===== config.mk =====
export PLATFORM = sky130hd
export DESIGN_NAME = ipdf_front
export DESIGN_NICKNAME = d
export VERILOG_FILES = /design/src/sv/ipdf_pkg.sv /design/src/sv/ipdf_front.sv
export SDC_FILE = /design/constraint.sdc
export NUM_CORES = 1
export LEC_CHECK = 0
export BUFFER_PORTS_ARGS = -buffer_cell sky130_fd_sc_hd__buf_2
export CORE_MARGIN = 5
export CORE_UTILIZATION = 35
export CTS_CLUSTER_SIZE = 30
export DETAILED_ROUTE_END_ITERATION = 8
export PLACE_DENSITY = 0.64
export SETUP_SLACK_MARGIN = 0.3
export SYNTH_ARGS = -nofsm -noshare
export SYNTH_HDL_FRONTEND = slang
export SYNTH_SLANG_ARGS = --single-unit

===== constraint.sdc =====
create_clock -name clk -period 9.4 [get_ports clk]
set_clock_uncertainty 0.15 [all_clocks]
set_input_delay 0 -clock clk [delete_from_list [all_inputs] [get_ports clk]]
set_output_delay 0 -clock clk [all_outputs]
set_load 0.005 [all_outputs]

===== src/sv/ipdf_pkg.sv =====
`timescale 1ns / 1ps

package ipdf_pkg;

  localparam int SCREEN_WIDTH  = 320;
  localparam int SCREEN_HEIGHT = 240;

  localparam int BORDER_W  = 7;
  localparam int INDEX_W   = 8;
  localparam int COLOR_W   = 16;
  localparam int WORD_W    = 32;
  localparam int OP_W      = 2;
  localparam int VALUE_W   = 16;
  localparam int PAL_DEPTH = 256;

  // Largest border that still leaves one row in the window
  localparam int MAX_BORDER = (SCREEN_HEIGHT - 1) / 2;
  // Pixel counter must reach the largest window size
  localparam int PIX_W = $clog2(SCREEN_WIDTH * SCREEN_HEIGHT + 1);

  localparam logic [OP_W-1:0] OP_PALETTE = 2'd0;
  localparam logic [OP_W-1:0] OP_FRAME   = 2'd1;
  localparam logic [OP_W-1:0] OP_PIXEL   = 2'd2;
  localparam logic [OP_W-1:0] OP_UNUSED  = 2'd3;

  localparam logic [7:0] CMD_COLUMN_SET   = 8'h2A;
  localparam logic [7:0] CMD_PAGE_SET     = 8'h2B;
  localparam logic [7:0] CMD_MEMORY_WRITE = 8'h2C;
  localparam logic [7:0] BYTE_MASK        = 8'hff;

  localparam int STEP_W = 4;
  localparam logic [STEP_W-1:0] HDR_LAST_STEP = 4'd10;
  localparam logic [STEP_W-1:0] PIX_LAST_STEP = 4'd3;

  // Header step positions
  localparam logic [STEP_W-1:0] HS_COL_CMD  = 4'd0;
  localparam logic [STEP_W-1:0] HS_COL_S_HI = 4'd1;
  localparam logic [STEP_W-1:0] HS_COL_S_LO = 4'd2;
  localparam logic [STEP_W-1:0] HS_COL_E_HI = 4'd3;
  localparam logic [STEP_W-1:0] HS_COL_E_LO = 4'd4;
  localparam logic [STEP_W-1:0] HS_ROW_CMD  = 4'd5;
  localparam logic [STEP_W-1:0] HS_ROW_S_HI = 4'd6;
  localparam logic [STEP_W-1:0] HS_ROW_S_LO = 4'd7;
  localparam logic [STEP_W-1:0] HS_ROW_E_HI = 4'd8;
  localparam logic [STEP_W-1:0] HS_ROW_E_LO = 4'd9;
  localparam logic [STEP_W-1:0] HS_MEM_CMD  = 4'd10;

  typedef struct packed {
    logic [OP_W-1:0]    op;
    logic [INDEX_W-1:0] index;
    logic [COLOR_W-1:0] color;
    logic [WORD_W-1:0]  word;
  } ipdf_entry_t;

  typedef struct packed {
    logic        valid;
    ipdf_entry_t entry;
  } ipdf_head_t;

endpackage


===== src/sv/ipdf_front.sv =====
`timescale 1ns / 1ps

module ipdf_front (
  input  logic                         clk,
  input  logic                         rst,
  input  logic                         in_valid,
  output logic                         in_ready,
  input  logic [ipdf_pkg::OP_W-1:0]    operation,
  input  logic [ipdf_pkg::INDEX_W-1:0] palette_index,
  input  logic [ipdf_pkg::COLOR_W-1:0] palette_color,
  input  logic [ipdf_pkg::WORD_W-1:0]  pixel_word,
  output ipdf_pkg::ipdf_head_t         head,
  input  logic                         pop
);
  import ipdf_pkg::*;

  ipdf_entry_t slots [2];
  logic        wr_ptr;
  logic        rd_ptr;
  logic [1:0]  count;
  logic        push;
  logic        take;

  assign in_ready = (count != 2'd2);
  // Drop the unused operation code at the door
  assign push = in_valid && in_ready && (operation != OP_UNUSED);
  assign take = pop && (count != 2'd0);

  assign head.valid = (count != 2'd0);
  assign head.entry = slots[rd_ptr];

  always_ff @(posedge clk) begin
    if (push) begin
      slots[wr_ptr] <= '{op: operation, index: palette_index,
                         color: palette_color, word: pixel_word};
    end
  end

  always_ff @(posedge clk) begin
    if (rst) begin
      wr_ptr <= 1'b0;
      rd_ptr <= 1'b0;
      count  <= 2'd0;
    end else begin
      if (push) wr_ptr <= ~wr_ptr;
      if (take) rd_ptr <= ~rd_ptr;
      case ({push, take})
        2'b10:   count <= count + 2'd1;
        2'b01:   count <= count - 2'd1;
        default: count <= count;
      endcase
    end
  end

endmodule


-- After elaboration in Yosys (flattened, before gate mapping)
Memory sizes are Yosys's and may differ from the RTL's. A register that Yosys moved wholly into a read port is not among the register bits.
Index checks and enable logic that the tools add are counted.
- bitwise logic cells: 2
- $add $sub $neg: 2
- reductions and logical operators: 5
- div/mod/pow operators: 0
- eq/ne operators: 4
- shift-type cells: 0
- $lt $le $gt $ge: 0
- multiplexer cells: 5
- $mul: 0
- operators with widths (cell ; count):
    two-way mux 1 bit ; 4
    inequality test 2 bit, second input constant ; 2
    case mux 2 bit (2 select lines) ; 1
    nonzero test 2 bit ; 2
    logical AND 1 bit ; 3
    adder 2 x 1 -> 2 bit, second input constant ; 1
    equality test 2 x 1 -> 1 bit, second input constant ; 1
    equality test 2 bit, second input constant ; 1
    inverter 1 bit ; 2
    subtractor 2 x 1 -> 2 bit, second input constant ; 1
- logic and storage cells: 22
- memories kept: 1
- bits in read-only memories: 0
- bits in writable memories: 116
- register bits: 4
- input port bits: 62
- bits in latches: 0
- output and inout port bits: 60
- memory list (name ; words ; width ; read ports ; clocked after memory_dff ; write ports ; line ; RTL):
    slots ; 2 ; 58 ; 1 ; 1 ; 1 ; ipdf_front.sv:17 ; ipdf_entry_t slots [2];

-- Longest topological paths before layout
Gate-level depths: netlist of the first run.
- depth in word-level cells: 5
- depth in mapped cells: 6
- depth with buffers taken out: 6

-- Least setup slack after synthesis of the first run
OpenSTA, ideal clock, no wires.
- path type: register to register
- start point: register count[0]
- end point: memory slots[0][0] (netlist bit) (enable)
- stages on the path, launching flop included: 4
- slack: 5.673 ns
- arrival: 3.103 ns
- period minus slack after synthesis: 3.727 ns
- setup time: 0.474 ns
- required time: 8.776 ns
- path through: dfxtp_1 > nand2b_1 > nand3_2 > nor2_1
- cells in the longest elaborated chain, start to end: 5
- ends and longest elaborated chain (what ; line ; RTL):
    start: declaration ; ipdf_front.sv:20 ; logic [1:0] count;
    start signal: assignment ; ipdf_front.sv:48 ; 2'b10: count <= count + 2'd1;
    start signal: assignment ; ipdf_front.sv:49 ; 2'b01: count <= count - 2'd1;
    start signal: assignment ; ipdf_front.sv:50 ; default: count <= count;
    inequality test 2 bit ; ipdf_front.sv:24 ; assign in_ready = (count != 2'd2);
    net in_ready ; ipdf_front.sv:7 ; output logic in_ready,
    logical AND 1 bit (2 in a row) ; ipdf_front.sv:26 ; assign push = in_valid && in_ready && (operation != OP_UNUSED);
    two-way mux 1 bit ; ipdf_front.sv:33 ; if (push) begin
    two-way mux 1 bit (not written as such) ; ipdf_front.sv:34 ; slots[wr_ptr] <= '{op: operation, index: palette_index,
    end: declaration ; ipdf_front.sv:17 ;
The timed path passes the listed nets, and every way through them passes these cells.

-- Worst setup path after layout of the first run
- start point: register count[0]
- end point: memory slots[0][31] (netlist bit) (enable)
- cells in the longest elaborated chain, start to end: 5
- ends and longest elaborated chain (what ; line):
    inequality test 2 bit ; ipdf_front.sv:24
    logical AND 1 bit (2 in a row) ; ipdf_front.sv:26
    two-way mux 1 bit ; ipdf_front.sv:33
    two-way mux 1 bit (not written as such) ; ipdf_front.sv:34
Every way passes these cells.

==> results of run 1 <==
cell families after synthesis:
family	after synthesis	share of synthesized area (%)
mux	59	15.1
buf+inv	7	0.881
flops	121	81.4
compound gates	3	0.398
xor+xnor	3	0.597
fa+ha+maj	1	0.284
simple gates	12	1.34
per-stage QoR:
| step | setup WS [ps] | power (mW) | utilization (%) |
|---|---|---|---|
| 5_1_grt | 6710 | 1.69 | 51.2 |
| 3_3_place_gp | 6900 | 1.01 | 41.9 |
| 4_1_cts | 6830 | 1.63 | 51.2 |
| 6_report | 6900 | 1.60 | 51.2 |
| 2_1_floorplan | 5670 | 0.885 | - |
| 3_5_place_dp | 6860 | 1.02 | 41.9 |
flip-flops by register name, summed over array words and instances (netlist names), named ones only:
signal,count
rd_ptr,1
wr_ptr,1
count,2
slots,116
Yosys cell counts (all sizes together):
cell type / instances
buf: 6
inv: 1
nand2b: 1
or2: 1
nand3: 1
mux2: 59
o21a: 1
ha: 1
nor2: 7
xor2: 1
a21oi: 1
edfxtp: 116
o21ai: 1
dfxtp: 5
xnor2: 2
or3: 1
nand2: 1
power by group through the flow:
stage	clock [mW]	combinational, mW	sequential, mW
global route	0.628	0.350	0.707
detailed placement	0	0.305	0.711
CTS	0.601	0.327	0.700
global placement	0	0.305	0.707
finish	0.585	0.319	0.699
floorplan	0	0.194	0.691
metal layers:
layer	global-route usage, %	share of wire, %	vias up
li1	-	-	1210
met1	13.4	40	1221
met2	21.8	51	94
met3	5.25	7.7	11
met4	6.09	1.4	0
met5	0	0	-
path summary, 6_finish.rpt:
check / cells past startpoint / end / start / slack, ps
setup / recovery: 4 / slots[0][31] / count[0] / 6900
hold / removal: 2 / slots[0][25] / pixel_word[25] / 160
setup reg to reg: 4 / slots[0][31] / count[0] / 6900
hold reg to reg: 2 / count[1] / count[1] / 380
cell type report:
cell class	count	area [um^2]	area share, %
Clock buffer	21	440	6.90
Timing Repair Buffer	185	1240	19.4
Clock inverter	11	101	1.59
Multi-Input combinational cell	78	795	12.5
Sequential cell	121	3580	56.2
Tap cell	172	215	3.37
Inverter	1	3.75	0.0588
==> PnR_summary.wiki, run 1 <==
{| class="wikitable"
! Metric !! Value
|-
| Result of the run || finished clean
|-
| Remaining global-route overflow || 0
|-
| DRT Wirelength || 8.80 mm
|-
| Share of total power in combinational logic || 19.9%
|-
| Synth warn || 0
|-
| Final count of hold timing violations || 0
|-
| Post-Synthesis Cells || 206
|-
| Number of library cell types mapped by synthesis || 18
|-
| Internal portion of total power || 1.21 mW
|-
| Std-Cell Rows || 41
|-
| Clock slew at the register clock pins of the worst setup and hold paths || 50 ps
|-
| Via count of the first global-routing pass || 2851
|-
| Critical path capture point type || flip-flop
|-
| Routed wire length per instance || 14.9 um
|-
| DRT Pass-1 Iters || 4
|-
| Count of port buffers added during placement || 121
|-
| Net switching power || 397 uW
|-
| Netlist area before placement || 0.00440 mm^2
|-
| Static Leak || 2.38 nW
|-
| RSZ-0062 raised after global routing || no
|-
| Final cell count without fillers || 589
|-
| Net switching fraction of the power || 24.8%
|-
| Vert. Die Dim || 122 um
|-
| Slew at the pin closest to its max-slew limit || 879 ps
|-
| Critical Path Source Type || flip-flop
|-
| Cell area power density || 251 mW/mm^2
|-
| Ordered list of cells on the worst path || nand2b_1 > nand3_2 > nor2_4 > buf_4
|-
| Fraction of layout cells with a size suffix above 1 || 51.8%
|-
| Filler Cell Count || 1031
|-
| Worst hold path class || in -> reg
|-
| Clock sinks || 121
|-
| Post-synthesis sequential area ratio || 81.4%
|-
| Number of flip-flops and latches in the synthesized netlist || 121
|-
| Die span in x || 122 um
|-
| Total placed cells including tap cells || 496
|-
| DRC violations left || 0
|-
| CP Data Arrival Time || 2410 ps
|-
| Net count after synthesis || 269
|-
| Max Fanout on Critical Path || 30
|-
| Post-synth top area share || 79.1%
|-
| GRT Resource Usage Total || 12.6%
|-
| Worst slew margin relative to its limit || 41.3%
|-
| Setup Total Neg Slack || 0 ps
|-
| Total inserted antenna cells || 0
|-
| Clock Power Share || 36.5%
|-
| Layout area overhead || 44.9%
|-
| Via-per-instance ratio || 4.31
|-
| Clock tree from TritonCTS || yes
|-
| Maximum count of clock buffers along a single path || 2
|-
| Final weighted congestion in routability-driven placement || 0.671
|-
| Synthesized area divided by synthesized cell count || 21.4 um^2
|-
| Skew-Pair Late Insertion Delay || 410 ps
|-
| Most common cell after layout, fill and taps aside || sky130_fd_sc_hd__buf_2
|-
| Initial antenna violation count || 0
|-
| Worst path required time || 9310 ps
|-
| Inserted Clock Buffers || 17
|-
| Die Area || 0.0149 mm^2
|-
| Wire length of the first global-routing pass || 13.8 mm
|-
| Max-cap viol count || 0
|-
| Upper clock frequency limit || 399 MHz
|-
| Number of levels the H-tree was split into || 4
|-
| Setup-violating endpoint count in the final report || 0
|-
| Final worst-path cycle share || 26.6%
|-
| Gates resized, CTS repair || 0
|-
| IO Count || 122
|-
| Sequential share of power || 43.6%
|-
| HPWL after detailed placement || 5.06 mm
|-
| Slowest stage cell on the critical path || sky130_fd_sc_hd__nor2_4
|-
| Maximum number of pins on one net before global-route repair || 59
|-
| Clock root buffer master || sky130_fd_sc_hd__clkbuf_16
|-
| Top cell family by delay on the critical path || simple AND/OR/NAND/NOR gates
|-
| Highest-count cells in the layout ignoring fill and taps || sky130_fd_sc_hd__buf_2, sky130_fd_sc_hd__edfxtp_1, sky130_fd_sc_hd__dlygate4sd3_1
|-
| Drt first-iter violations || 117
|-
| Tightest hold margin || 159 ps
|-
| Cell types with the largest area share after synthesis || sky130_fd_sc_hd__edfxtp_1, sky130_fd_sc_hd__mux2_2, sky130_fd_sc_hd__dfxtp_1
|-
| Path type of the worst setup path || reg -> reg
|-
| Total setup buffers inserted after CTS || 0
|-
| Total count of max-transition violations in the final report || 0
|-
| Largest stage delay on the critical path || 710 ps
|-
| Finished layout cell area || 0.00638 mm^2
|-
| Number of buffers and inverters on the critical path || 1
|-
| Via total after detailed routing || 2536
|-
| # hold bufs at CTS || 61
|-
| Cell taking the most area after synthesis || sky130_fd_sc_hd__edfxtp_1
|-
| Starting density of the core || 35.3%
|-
| Dpl cell area || 0.00523 mm^2
|-
| Core region area || 0.0125 mm^2
|-
| Final critical-path required period || 2500 ps
|-
| NumNets Final || 467
|-
| Count of antenna-violating nets left after detailed routing || 0
|-
| Peak supply drop || 0.144 mV
|}
No activity file was read; power rests on OpenSTA's default activity.
==> run 2, diff against run 1 <==
==> constraint.sdc (replaced) <==
create_clock -name clk -period 2.44 [get_ports clk]
set_clock_uncertainty 0.15 [all_clocks]
set_input_delay 0 -clock clk [delete_from_list [all_inputs] [get_ports clk]]
set_output_delay 0 -clock clk [all_outputs]
set_load 0.005 [all_outputs]
==> run 2 against run 1 <==
Total power increased to 4.0 times the previous value. Sequential share of layout area shrank 0.72 points. Critical endpoint is now count[1]. Die area is the same. Largest power group unchanged. Sequential power grew to 3.7 times the previous value. Register-to-register slack worse by 6300 ps. Routed wire length down 1.6%. Combinational power rose to 4.1 times the previous value.
==> PnR_summary.wiki, run 2 (synthesized netlist as in run 1, its figures left out) <==
{| class="wikitable"
! Metric !! Value
|-
| Depth of the worst hold-timing path || 2
|-
| End point of the worst hold path || slots[1][10]
|-
| Cell area power density || 995 mW/mm^2
|-
| Clock slew at the register clock pins of the worst setup and hold paths || 50 ps
|-
| Max Fanout on Critical Path || 5
|-
| Highest-count cells in the layout ignoring fill and taps || sky130_fd_sc_hd__buf_2, sky130_fd_sc_hd__edfxtp_1, sky130_fd_sc_hd__dlygate4sd3_1
|-
| Wire length of the first global-routing pass || 13.2 mm
|-
| Drt first-iter violations || 139
|-
| Routed wire length per instance || 14.6 um
|-
| NumNets Final || 471
|-
| Static Leak || 2.44 nW
|-
| Result of the run || finished clean
|-
| Min-delay src || pixel_word[10]
|-
| Register bank with the most flops || slots
|-
| Max FFs per register || 116
|-
| Worst path required time || 2620 ps
|-
| Total count of max-transition violations in the final report || 0
|-
| Path depth of the worst reg2reg path || 5
|-
| Total setup buffers inserted after CTS || 0
|-
| Top flop regs || slots: 116 flops, count: 2 flops
|-
| Clock tree from TritonCTS || yes
|-
| Final weighted congestion in routability-driven placement || 0.693
|-
| Starting density of the core || 35.3%
|-
| Final total power || 6.43 mW
|-
| Maximum number of pins on one net before global-route repair || 32
|-
| Count of antenna-violating nets left after detailed routing || 0
|-
| Final critical-path required period || 1830 ps
|-
| Count of port buffers added during placement || 121
|-
| DRC violations left || 0
|-
| Most common cell after layout, fill and taps aside || sky130_fd_sc_hd__buf_2
|-
| Ordered list of cells on the worst path || nand2b_1 > nand3_2 > ha_1 > or3_1 > a21oi_1
|-
| CP Data Arrival Time || 2000 ps
|-
| R2r setup slk || 610 ps
|-
| DRT Pass-1 Iters || 4
|-
| Peak supply drop || 0.594 mV
|-
| Vert. Die Dim || 122 um
|-
| Max-cap viol count || 0
|-
| Via count of the first global-routing pass || 2775
|-
| DRT Wirelength || 8.66 mm
|-
| Critical path capture point type || flip-flop
|-
| Final cell count without fillers || 593
|-
| Total placed cells including tap cells || 499
|-
| Via-per-instance ratio || 4.36
|-
| # hold bufs at CTS || 62
|-
| Slew at the pin closest to its max-slew limit || 420 ps
|-
| Capture point of the worst reg-to-reg path || count[1]
|-
| Tightest hold margin || 167 ps
|-
| Initial antenna violation count || 0
|-
| Fraction of layout cells with a size suffix above 1 || 51.3%
|-
| Upper clock frequency limit || 548 MHz
|-
| Remaining global-route overflow || 0
|-
| Core region area || 0.0125 mm^2
|-
| Final count of hold timing violations || 0
|-
| RSZ-0062 raised after global routing || no
|-
| GRT Resource Usage Total || 12.1%
|-
| Die span in x || 122 um
|-
| Slowest stage cell on the critical path || sky130_fd_sc_hd__dfxtp_1
|-
| Die Area || 0.0149 mm^2
|-
| Worst slew margin relative to its limit || 72.0%
|-
| Std-Cell Rows || 41
|-
| Skew-Pair Late Insertion Delay || 400 ps
|-
| Maximum count of clock buffers along a single path || 2
|-
| IO Count || 122
|-
| Gates resized, CTS repair || 0
|-
| Reg-to-reg startpoint || count[0]
|-
| Via total after detailed routing || 2583
|-
| Layout area overhead || 46.8%
|-
| Inserted Clock Buffers || 17
|-
| Number of levels the H-tree was split into || 4
|-
| Total inserted antenna cells || 0
|-
| Clock root buffer master || sky130_fd_sc_hd__clkbuf_16
|-
| Path type of the worst setup path || reg -> reg
|-
| Setup-violating endpoint count in the final report || 0
|-
| HPWL after detailed placement || 5.31 mm
|-
| Clock sinks || 121
|-
| Final worst-path cycle share || 74.8%
|-
| Largest stage delay on the critical path || 410 ps
|-
| Critical Path Source Type || flip-flop
|-
| Worst hold path class || in -> reg
|}
[run 2: worst max-delay path by stage]
stage,startpoint,endpoint,depth (start not counted)
2_1_floorplan,count[0],slots[0][0],3
3_3_place_gp,count[0],count[1],5
3_5_place_dp,count[0],count[1],5
4_1_cts,count[0],count[1],5
5_1_grt,count[0],count[1],6
6_report,count[0],count[1],5
[run 2: where the power goes]
part / leakage, nW / total [mW] / switching [mW] / internal (mW)
registers: 1.12 / 2.62 / 0.0633 / 2.56
logic: 1.03 / 1.32 / 0.606 / 0.713
clock network: 0.291 / 2.49 / 0.805 / 1.68
total: 2.44 / 6.43 / 1.47 / 4.95
[run 2: final cells by class]
class | instances | area [um^2]
clock buffer | 20 | 437
clock inverter | 12 | 155
fill | 1048 | 6000
inverter | 1 | 3.75
multi-input combinational | 78 | 795
sequential | 121 | 3580
tap | 172 | 215
timing repair buffer | 189 | 1270
[run 2: metrics by stage]
| stage | util, % | TNS [ps] | instance area (um^2) | worst slack, ps |
|---|---|---|---|---|
| 6_report | 51.8 | 0 | 6460 | 614 |
| 5_1_grt | 51.8 | 0 | 6460 | 504 |
| 4_1_cts | 51.8 | 0 | 6460 | 601 |
| 3_5_place_dp | 42.1 | 0 | 5250 | 613 |
| 3_3_place_gp | 42.1 | 0 | 5250 | 676 |
| 2_1_floorplan | - | -38110 | 4410 | -329 |
[run 2: metal layers]
layer / vias to the layer above / share of wire, % / global-route usage, %
met5: - / 0 / 0
met4: 0 / 2.6 / 7.63
met3: 17 / 6.0 / 4.50
met2: 93 / 53 / 21.0
met1: 1251 / 38 / 12.3
li1: 1222 / - / -
[run 2: critical path: cells and delay by family (launching register included)]
family | cells | cell delay, ps
flops | 1 | 410
compound gates | 1 | 150
simple gates | 3 | 680
fa+ha+maj | 1 | 370
